$ cat src/rtl/pps_pkg.sv
// shared widths, limits and command codes of the priority scheduler
package pps_pkg;

  localparam int unsigned ID_W     = 8;
  localparam int unsigned PRIO_W   = 4;
  localparam int unsigned BURST_W  = 16;
  localparam int unsigned WAIT_W   = 16;
  localparam int unsigned TURN_W   = 17;
  localparam int unsigned IN_W     = 32;
  localparam int unsigned OUT_W    = 48;

  localparam logic [WAIT_W-1:0] WAIT_MAX = '1;

  // kind of an incoming word, carried on tuser
  typedef enum logic {
    MODE_ADMIT = 1'b0,
    MODE_TICK  = 1'b1
  } mode_e;

  // update broadcast to every cell
  typedef enum logic [1:0] {
    CMD_NONE  = 2'd0,
    CMD_ADMIT = 2'd1,
    CMD_TICK  = 2'd2
  } cmd_e;

endpackage

$ cat src/rtl/pps_cell.sv
// one slot of the job table, with its stage of the selection chain
module pps_cell #(
  parameter int unsigned N      = 16,
  parameter int unsigned IDX    = 0,
  parameter type         cand_t = logic,
  parameter type         cmd_t  = logic
) (
  input  logic  clk_i,
  input  logic  rst_ni,
  input  cand_t cand_i,
  output cand_t cand_o,
  input  cmd_t  cmd_i
);

  localparam int unsigned IDXW = (N > 1) ? $clog2(N) : 1;
  localparam int unsigned CNTW = $clog2(N + 1);

  logic                          valid_q, valid_d;
  logic [pps_pkg::ID_W-1:0]      id_q;
  logic [pps_pkg::PRIO_W-1:0]    prio_q;
  logic [pps_pkg::BURST_W-1:0]   burst_q;
  logic [pps_pkg::BURST_W-1:0]   rem_q;
  logic [pps_pkg::WAIT_W-1:0]    wait_q;
  logic [IDXW-1:0]               age_q;
  cand_t                         cand_q, cand_d;
  logic                          is_sel;
  logic                          beats_in;

  assign is_sel = (cmd_i.sel == IDXW'(IDX));

  // own slot wins over the incoming best on lower priority, then lower age
  assign beats_in = valid_q && (!cand_i.found || (prio_q < cand_i.prio) ||
                    ((prio_q == cand_i.prio) && (age_q < cand_i.age)));

  always_comb begin
    cand_d      = cand_i;
    cand_d.used = cand_i.used + CNTW'(valid_q);
    if (!valid_q && !cand_i.free_found) begin
      cand_d.free_found = 1'b1;
      cand_d.free_idx   = IDXW'(IDX);
    end
    if (beats_in) begin
      cand_d.found     = 1'b1;
      cand_d.prio      = prio_q;
      cand_d.age       = age_q;
      cand_d.idx       = IDXW'(IDX);
      cand_d.id        = id_q;
      cand_d.burst     = burst_q;
      cand_d.remaining = rem_q;
      cand_d.wait_cnt  = wait_q;
    end
  end

  always_comb begin
    valid_d = valid_q;
    unique case (cmd_i.op)
      pps_pkg::CMD_ADMIT: begin
        if (is_sel) valid_d = 1'b1;
      end
      pps_pkg::CMD_TICK: begin
        if (is_sel && cmd_i.done) valid_d = 1'b0;
      end
      default: valid_d = valid_q;
    endcase
  end

  always_ff @(posedge clk_i or negedge rst_ni) begin
    if (!rst_ni) begin
      valid_q <= 1'b0;
      cand_q  <= '0;
    end else begin
      valid_q <= valid_d;
      cand_q  <= cand_d;
    end
  end

  always_ff @(posedge clk_i) begin
    if (cmd_i.op == pps_pkg::CMD_ADMIT && is_sel) begin
      id_q    <= cmd_i.id;
      prio_q  <= cmd_i.prio;
      burst_q <= cmd_i.burst;
      rem_q   <= cmd_i.burst;
      wait_q  <= '0;
      age_q   <= cmd_i.age;
    end else if (cmd_i.op == pps_pkg::CMD_TICK && valid_q) begin
      if (is_sel) begin
        rem_q <= rem_q - 1'b1;
      end else begin
        if (wait_q != pps_pkg::WAIT_MAX) wait_q <= wait_q + 1'b1;
        if (cmd_i.done && (age_q > cmd_i.gone_age)) age_q <= age_q - 1'b1;
      end
    end
  end

  assign cand_o = cand_q;

endmodule

$ cat src/rtl/preemptive_priority_scheduler.sv
// top level of the preemptive priority scheduler
//
// Keeps up to TABLE_SLOTS ready jobs, one per cell of a row of identical
// cells. A word with tuser low admits a job into the lowest free slot
// (rejected when the table is full or the burst is zero); a word with tuser
// high advances one tick: the valid job with the lowest priority number runs,
// ties going to the job admitted first, all other jobs accrue wait
// (saturating), and a job whose burst is used up leaves and reports its wait
// and turnaround. Every input word gives exactly one result word. The best
// job, the first free slot and the slot count travel down the row one cell
// per clock; a word passes from idle through the scan of the cell chain to
// the result state, where the update is applied and the result loaded, and
// back to idle, and only then is the next word accepted. A pending result
// in the output register does not block the next input word; it only holds
// the update step until it is taken.
module preemptive_priority_scheduler #(
  parameter int unsigned TABLE_SLOTS = 16
) (
  input  logic                       clk_i,
  input  logic                       rst_ni,
  input  logic                       s_axis_tvalid,
  output logic                       s_axis_tready,
  // job_id [7:0], job_priority [11:8], job_burst [27:12], zero [31:28]
  input  logic [pps_pkg::IN_W-1:0]   s_axis_tdata,
  // mode [0]
  input  logic                       s_axis_tuser,
  output logic                       m_axis_tvalid,
  input  logic                       m_axis_tready,
  // admit_ok [0], idle [1], run_id [9:2], finished [10],
  // finish_wait [26:11], finish_turnaround [43:27], zero [47:44]
  output logic [pps_pkg::OUT_W-1:0]  m_axis_tdata
);

  localparam int unsigned N    = TABLE_SLOTS;
  localparam int unsigned IDXW = (N > 1) ? $clog2(N) : 1;
  localparam int unsigned CNTW = $clog2(N + 1);

  // running best candidate, free slot and occupancy, handed cell to cell
  typedef struct packed {
    logic                        found;
    logic [pps_pkg::PRIO_W-1:0]  prio;
    logic [IDXW-1:0]             age;
    logic [IDXW-1:0]             idx;
    logic [pps_pkg::ID_W-1:0]    id;
    logic [pps_pkg::BURST_W-1:0] burst;
    logic [pps_pkg::BURST_W-1:0] remaining;
    logic [pps_pkg::WAIT_W-1:0]  wait_cnt;
    logic                        free_found;
    logic [IDXW-1:0]             free_idx;
    logic [CNTW-1:0]             used;
  } cand_t;

  // table update broadcast to all cells
  typedef struct packed {
    pps_pkg::cmd_e               op;
    logic [IDXW-1:0]             sel;
    logic [IDXW-1:0]             age;
    logic [pps_pkg::ID_W-1:0]    id;
    logic [pps_pkg::PRIO_W-1:0]  prio;
    logic [pps_pkg::BURST_W-1:0] burst;
    logic                        done;
    logic [IDXW-1:0]             gone_age;
  } cmd_t;

  typedef enum logic [2:0] {
    ST_IDLE   = 3'b001,
    ST_SCAN   = 3'b010,
    ST_RESULT = 3'b100
  } state_e;

  state_e                       state_q, state_d;
  logic [IDXW-1:0]              cnt_q, cnt_d;
  logic                         mode_q;
  logic [pps_pkg::ID_W-1:0]     in_id_q;
  logic [pps_pkg::PRIO_W-1:0]   in_prio_q;
  logic [pps_pkg::BURST_W-1:0]  in_burst_q;
  logic                         m_valid_q;
  logic [pps_pkg::OUT_W-1:0]    m_data_q;

  cand_t                        chain [N+1];
  cand_t                        best;
  cmd_t                         cmd;
  logic                         in_fire;
  logic                         out_free;
  logic                         commit;

  // result fields
  logic                         admit_ok;
  logic                         idle_tick;
  logic [pps_pkg::ID_W-1:0]     run_id;
  logic                         finished;
  logic [pps_pkg::WAIT_W-1:0]   fin_wait;
  logic [pps_pkg::TURN_W-1:0]   fin_turn;
  logic [pps_pkg::OUT_W-1:0]    res_data;

  assign s_axis_tready = (state_q == ST_IDLE);
  assign in_fire       = s_axis_tvalid && s_axis_tready;
  assign out_free      = !m_valid_q || m_axis_tready;
  assign commit        = (state_q == ST_RESULT) && out_free;

  // chain of slot cells, the head sees an empty candidate
  assign chain[0] = '0;

  for (genvar g = 0; g < N; g++) begin : g_cell
    pps_cell #(
      .N      (N),
      .IDX    (g),
      .cand_t (cand_t),
      .cmd_t  (cmd_t)
    ) u_cell (
      .clk_i  (clk_i),
      .rst_ni (rst_ni),
      .cand_i (chain[g]),
      .cand_o (chain[g+1]),
      .cmd_i  (cmd)
    );
  end

  assign best = chain[N];

  // result and table update from the end of the chain
  always_comb begin
    cmd       = '0;
    cmd.op    = pps_pkg::CMD_NONE;
    admit_ok  = 1'b0;
    idle_tick = 1'b0;
    run_id    = '0;
    finished  = 1'b0;
    fin_wait  = '0;
    fin_turn  = '0;
    if (mode_q == pps_pkg::MODE_ADMIT) begin
      admit_ok  = (in_burst_q != '0) && best.free_found;
      cmd.sel   = best.free_idx;
      cmd.age   = best.used[IDXW-1:0];
      cmd.id    = in_id_q;
      cmd.prio  = in_prio_q;
      cmd.burst = in_burst_q;
      if (commit && admit_ok) cmd.op = pps_pkg::CMD_ADMIT;
    end else if (!best.found) begin
      idle_tick = 1'b1;
    end else begin
      run_id       = best.id;
      // a valid job always has at least one tick left
      finished     = (best.remaining == pps_pkg::BURST_W'(1));
      cmd.sel      = best.idx;
      cmd.done     = finished;
      cmd.gone_age = best.age;
      if (finished) begin
        fin_wait = best.wait_cnt;
        fin_turn = pps_pkg::TURN_W'(best.burst) + pps_pkg::TURN_W'(best.wait_cnt);
      end
      if (commit) cmd.op = pps_pkg::CMD_TICK;
    end
  end

  assign res_data = {4'b0, fin_turn, fin_wait, finished, run_id, idle_tick, admit_ok};

  // control sequencer
  always_comb begin
    state_d = state_q;
    cnt_d   = cnt_q;
    unique case (state_q)
      ST_IDLE: begin
        cnt_d = '0;
        if (in_fire) state_d = ST_SCAN;
      end
      ST_SCAN: begin
        // wait for the candidate to travel through every cell
        if (cnt_q == IDXW'(N - 1)) begin
          state_d = ST_RESULT;
        end else begin
          cnt_d = cnt_q + 1'b1;
        end
      end
      ST_RESULT: begin
        if (out_free) state_d = ST_IDLE;
      end
      default: state_d = ST_IDLE;
    endcase
  end

  always_ff @(posedge clk_i or negedge rst_ni) begin
    if (!rst_ni) begin
      state_q   <= ST_IDLE;
      cnt_q     <= '0;
      m_valid_q <= 1'b0;
    end else begin
      state_q <= state_d;
      cnt_q   <= cnt_d;
      if (commit) begin
        m_valid_q <= 1'b1;
      end else if (m_axis_tready) begin
        m_valid_q <= 1'b0;
      end
    end
  end

  // captured input word and output register
  always_ff @(posedge clk_i) begin
    if (in_fire) begin
      mode_q     <= s_axis_tuser;
      in_id_q    <= s_axis_tdata[7:0];
      in_prio_q  <= s_axis_tdata[11:8];
      in_burst_q <= s_axis_tdata[27:12];
    end
    if (commit) m_data_q <= res_data;
  end

  assign m_axis_tvalid = m_valid_q;
  assign m_axis_tdata  = m_data_q;

endmodule
$ cat config.mk
export PLATFORM = sky130hd
export DESIGN_NAME = preemptive_priority_scheduler
export DESIGN_NICKNAME = d
export VERILOG_FILES = /design/src/rtl/pps_pkg.sv /design/src/rtl/pps_cell.sv /design/src/rtl/preemptive_priority_scheduler.sv
export SDC_FILE = /design/constraint.sdc
export NUM_CORES = 2
export LEC_CHECK = 0
export ABC_AREA = 1
export BUFFER_PORTS_ARGS = -buffer_cell sky130_fd_sc_hd__buf_2
export CELL_PAD_IN_SITES_DETAIL_PLACEMENT = 0
export CELL_PAD_IN_SITES_GLOBAL_PLACEMENT = 1
export CORE_MARGIN = 2
export CORE_UTILIZATION = 50
export DETAILED_ROUTE_END_ITERATION = 16
export PLACE_DENSITY_LB_ADDON = 0.1
export SKIP_LAST_GASP = 1
export SLEW_MARGIN = 10
export SYNTH_ARGS = -nofsm -noshare
export SYNTH_HDL_FRONTEND = slang
export SYNTH_HIERARCHICAL = 1
export SYNTH_SLANG_ARGS = --single-unit
export TNS_END_PERCENT = 1
$ cat constraint.sdc
create_clock -name clk_i -period 6.01 [get_ports clk_i]
set_clock_uncertainty 0.05 [all_clocks]
set_input_delay 0.3005 -clock clk_i [delete_from_list [all_inputs] [get_ports clk_i]]
set_output_delay 0.3005 -clock clk_i [all_outputs]
set_load 0.01 [all_outputs]
======== Yosys cells after proc, flatten, opt, wreduce, memory -nomap -nowiden ========
Cells that the tools add are included.
word-level totals
  register bits after elaboration ......... 2360
  latch bits .............................. 0
  memory bits (writable) .................. 0
  memory bits (read-only) ................. 0
  bits of input ports ..................... 37
  output and inout bits ................... 50
  word-level logic and storage cells ...... 1049
  memories ................................ 0
operators by class
  add/subtract/negate cells ............... 65
  $mul .................................... 0
  divide/modulo/power cells ............... 0
  $lt $le $gt $ge ......................... 46
  eq/ne operators ......................... 105
  shift-type cells ........................ 0
  mux-type cells .......................... 208
  bitwise logic cells ..................... 16
  reductions and logical operators ........ 311
operators with widths
  cell                                                count
  2-to-1 mux 69 bit                                   16
  2-to-1 mux 16 bit                                   48
  2-to-1 mux 4 bit                                    65
  adder 16 x 1 -> 16 bit, second input constant       16
  != test 16 bit, second input constant               16
  subtractor 16 x 1 -> 16 bit, second input constant  16
  AND reduction 3 bit                                 50
  < comparator 4 bit                                  30
  logical AND 1 bit                                   113
  nonzero test 2 bit                                  51
  2-to-1 mux 5 bit                                    18
  != test 2 x 1 -> 1 bit, second input constant       33
  > comparator 4 bit                                  16
  subtractor 4 x 1 -> 4 bit, second input constant    16
  equality test 4 bit                                 15
  adder 4 x 1 -> 4 bit                                13
  zero test 1 bit                                     46
  != test 2 bit, second input constant                19
  equality test 4 bit, second input constant          9
  2-to-1 mux 1 bit                                    36
  AND reduction 2 bit                                 18
  2-to-1 mux 32 bit                                   1
  one-hot mux 1 bit (2 select lines)                  16
  logical OR 1 bit                                    31
  21 further kinds                                    43

======== Longest topological paths before layout ========
  word-level depth ........................ 10
  gate-level depth with buffers ........... 15
  mapped depth without buffers ............ 15

======== By module ========
The synthesis kept the hierarchy.
modules (own cells, without submodules)
  module                            instances  cells each  area each (um2)
  pps_cell (g_cell[1].u_cell ...)   4          707         6371.1
  pps_cell (g_cell[10].u_cell ...)  3          719         6461.2
  pps_cell (g_cell[13].u_cell ...)  2          706         6467.5
  pps_cell (g_cell[11].u_cell ...)  2          706         6421.2
  pps_cell (g_cell[9].u_cell)       1          720         6522.5
  pps_cell (g_cell[15].u_cell)      1          701         6463.7
  pps_cell (g_cell[3].u_cell)       1          712         6463.7
  pps_cell (g_cell[12].u_cell)      1          709         6429.9
  pps_cell (g_cell[0].u_cell)       1          709         6378.6
  preemptive_priority_scheduler     1          502         4356.7

======== Worst setup path after synthesis ========
OpenSTA, ideal clock, no wires.
  path kind ............................... register to register
  start ................................... register state_q[1]
  end ..................................... register g_cell[15].u_cell/rem_q[0] (netlist name) (enable)
  library setup time ...................... 0.414 ns
  data arrival time ....................... 3.971 ns
  path slack .............................. 1.575 ns
  cell stages (with the launch flop) ...... 6
  path buffers ............................ 0
  clock period less this slack ............ 4.435 ns
  cell sequence ........................... dfrtp_1 -> nor3_1 -> nand2_1 -> nor2_1 -> nand3_2 -> o31ai_1
RTL lines
  element                 RTL line                              text
  from (decl)             preemptive_priority_scheduler.sv:71   state_e state_q, state_d;
  from (signal assigned)  preemptive_priority_scheduler.sv:188  state_q <= state_d;
  to (signal assigned)    pps_cell.sv:82                        rem_q <= cmd_i.burst;
  to (signal assigned)    pps_cell.sv:87                        rem_q <= rem_q - 1'b1;
  to (decl)               pps_cell.sv:22                        logic [pps_pkg::BURST_W-1:0] rem_q;

==> flow_metrics.py <==
metrics = {
    "pwr": {
        "p_per_area_nw_per_um2": 431,
        "p_leak_nw": 54.2,
        "max-vdd-ir-drop_uv": 371,
        "total_power_w": 0.0513,
    },
    "sta": {
        "min_period_over_period": 0.803,
        "tns_ns": 0,
        "relSlewSlack": -0.646,
        "worst_pin_slew_ns": 2.46,
        "fmax_mhz": 207,
        "setup_ws_ns": 1.19,
        "period_minus_slack_ns": 4.82,
        "rsz0062_at_grt": "no",
        "hold_viol": 16,
        "finalSetupViolations": 0,
        "finalMaxSlewViolations": 66,
        "fin_hold_ws_ns": -0.0508,
    },
    "final_layout": {
        "area_growth_pct": 11.7,
        "drive_above_1_share": 0.0844,
        "seq_area_um2": 62100,
        "mostFrequentLayoutCell": "nand2_1",
        "multi_input_area_um2": 38500,
        "stdcell_count": 15000,
        "fillers": 18900,
        "layout_common_cells": "4017 x nand2_1, 1419 x nand3_1, 1251 x dfrtp_1",
        "fin_nets": 12300,
        "final_util": 0.561,
    },
    "outcome": {
        "violations": "hold timing, slew limit",
        "status": "complete, but fails checks",
    },
    "synthesis": {
        "syn_area_per_cell_um2": 9.03,
        "synth_warnings": 6,
        "syn_inst": 11800,
        "syn_area_um2": 106000,
    },
    "cts": {
        "cts-root-buf": "clkbuf_16",
        "ctsHtreeMaxLevel": 5,
        "clk_path_buf_depth": 4,
        "numCtsBuffers": 275,
        "cts_tree": "done",
        "cts.sinks": 2365,
        "cts_resized": 0,
        "clk_pin_slew_worst_paths_ns": 0.06,
        "clock_latency_ns": 0.91,
    },
    "placed_design": {
        "dp_slack_ns": 1.24,
        "gp_congestion": 0.853,
        "hpwl_um": 194000,
        "port_buffers": 78,
        "placed_cells": 14400,
    },
    "floorplanning": {
        "die_h_um": 465,
        "die_width_um": 465,
        "initial_core_util": 0.503,
        "placementRows": 169,
        "die_area_um2": 217000,
        "num_io_pins": 87,
        "core_region_area_um2": 212000,
    },
    "detailed_routing": {
        "avgRoutedWirePerCell_um": 19.8,
        "wl_um": 296000,
        "vias": 79100,
        "dr.pass1.iters": 8,
        "drt-initial-drc-count": 6862,
        "drc": 0,
        "postRouteAntennaNets": 0,
        "viasPerCell": 5.29,
    },
    "setup_path": {
        "path_common_cell": "nand2_1",
        "path_delay_family": "buffers and inverters",
        "endpoint_kind": "register",
        "critPathRequiredTime_ns": 6.69,
        "startpoint_type": "register",
        "arrival_ns": 5.50,
        "worst_path_max_delay_cell": "inv_2",
        "max_stage_delay_ns": 1.09,
        "critPathKind": "reg -> reg",
        "crit_buf_inv": 3,
        "crit_start": "mode_q",
        "cp_max_fo": 52,
        "r2r-start": "mode_q",
        "worstPathCellList": "nand2_2 > inv_2 > a22o_1 > nand2_1 > nor3_1 > nand2_1 > inv_2 > buf_4 > nand2_1 > o21ai_0",
    },
    "run": {
        "cap_viol_max_count": 0,
    },
    "grt": {
        "grt_antenna_before_repair": 8,
        "grt_pass1_vias": 77000,
        "grt_max_degree": 173,
        "grt_remaining_overflow": 0,
        "grt_first_pass_wirelength_um": 457000,
        "grtUsageTotal": 0.273,
    },
    "worst_hold_path": {
        "worstHoldPathType": "in -> async",
    },
}
==> worst reg2reg max path: stages, from the launching register on <==
cell,delay [ns]
edfxtp_1,0.42
nand2_2,0.29
inv_2,0.25
a22o_1,0.96
nand2_1,0.11
nor3_1,0.31
nand2_1,0.56
inv_2,1.09
buf_4,0.41
nand2_1,0.08
o21ai_0,0.11
==> metrics by stage <==
step / area [um^2] / hold WS [ns]
3_5_place_dp: 109000 / 0.371
5_1_grt: 119000 / 0.0134
4_1_cts: 119000 / 0.000550
6_report: 119000 / -0.0508
2_1_floorplan: 107000 / -0.0451
3_3_place_gp: 109000 / 0.367
==> state kept, by name, summed over array words and instances, names as in the netlist, 3 cells and up <==
register               flops
g_cell.u_cell/cand_o    1244
g_cell.u_cell/prio_q      64
g_cell.u_cell/id_q       128
g_cell.u_cell/age_q       64
cnt_q                      4
g_cell.u_cell/rem_q      256
m_axis_tdata              44
g_cell.u_cell/burst_q    256
g_cell.u_cell/wait_q     256
in_id_q                    8
state_q                    3
in_prio_q                  4
in_burst_q                16
g_cell.u_cell/valid_q     16
==> power by group <==
group | total (W) | switching [W] | internal, W
clock | 0.0169 | 0.00657 | 0.0104
combinational | 0.0119 | 0.00881 | 0.00306
sequential | 0.0225 | 0.00167 | 0.0208
total | 0.0513 | 0.0171 | 0.0343
==> final timing paths <==
kind	to	slack (ns)	depth (start not counted)
max in group asynchronous	g_cell[0].u_cell/valid_q	4.23	3
min in group clk_i	in_burst_q[7]	0.06	2
min	g_cell[9].u_cell/cand_o[11]	-0.05	2
max	g_cell[11].u_cell/rem_q[6]	1.19	10
max reg2reg	g_cell[11].u_cell/rem_q[6]	1.19	10
min reg2reg	g_cell[3].u_cell/cand_o[3]	0.37	1
==> metal layers <==
layer	wire, um	GRT usage
met1	124000	0.358
met4	10800	0.0978
met2	148000	0.470
met3	13900	0.0304
met5	26	0
==> layout make-up <==
| class | instances | area share |
|---|---|---|
| Timing Repair Buffer | 248 | 0.0157 |
| Tap cell | 2821 | 0.0297 |
| Clock buffer | 375 | 0.0667 |
| Inverter | 997 | 0.0315 |
| Antenna cell | 2 | 0.0000421 |
| Clock inverter | 104 | 0.0104 |
| Sequential cell | 2365 | 0.522 |
| Multi-Input combinational cell | 8052 | 0.324 |
==> what timing repair did <==
action,CTS,global route
hold buffers,34,0
buffers inserted,0,0
hold endpoints to repair,149,0
Note: power is estimated with default switching activity, not from simulation.
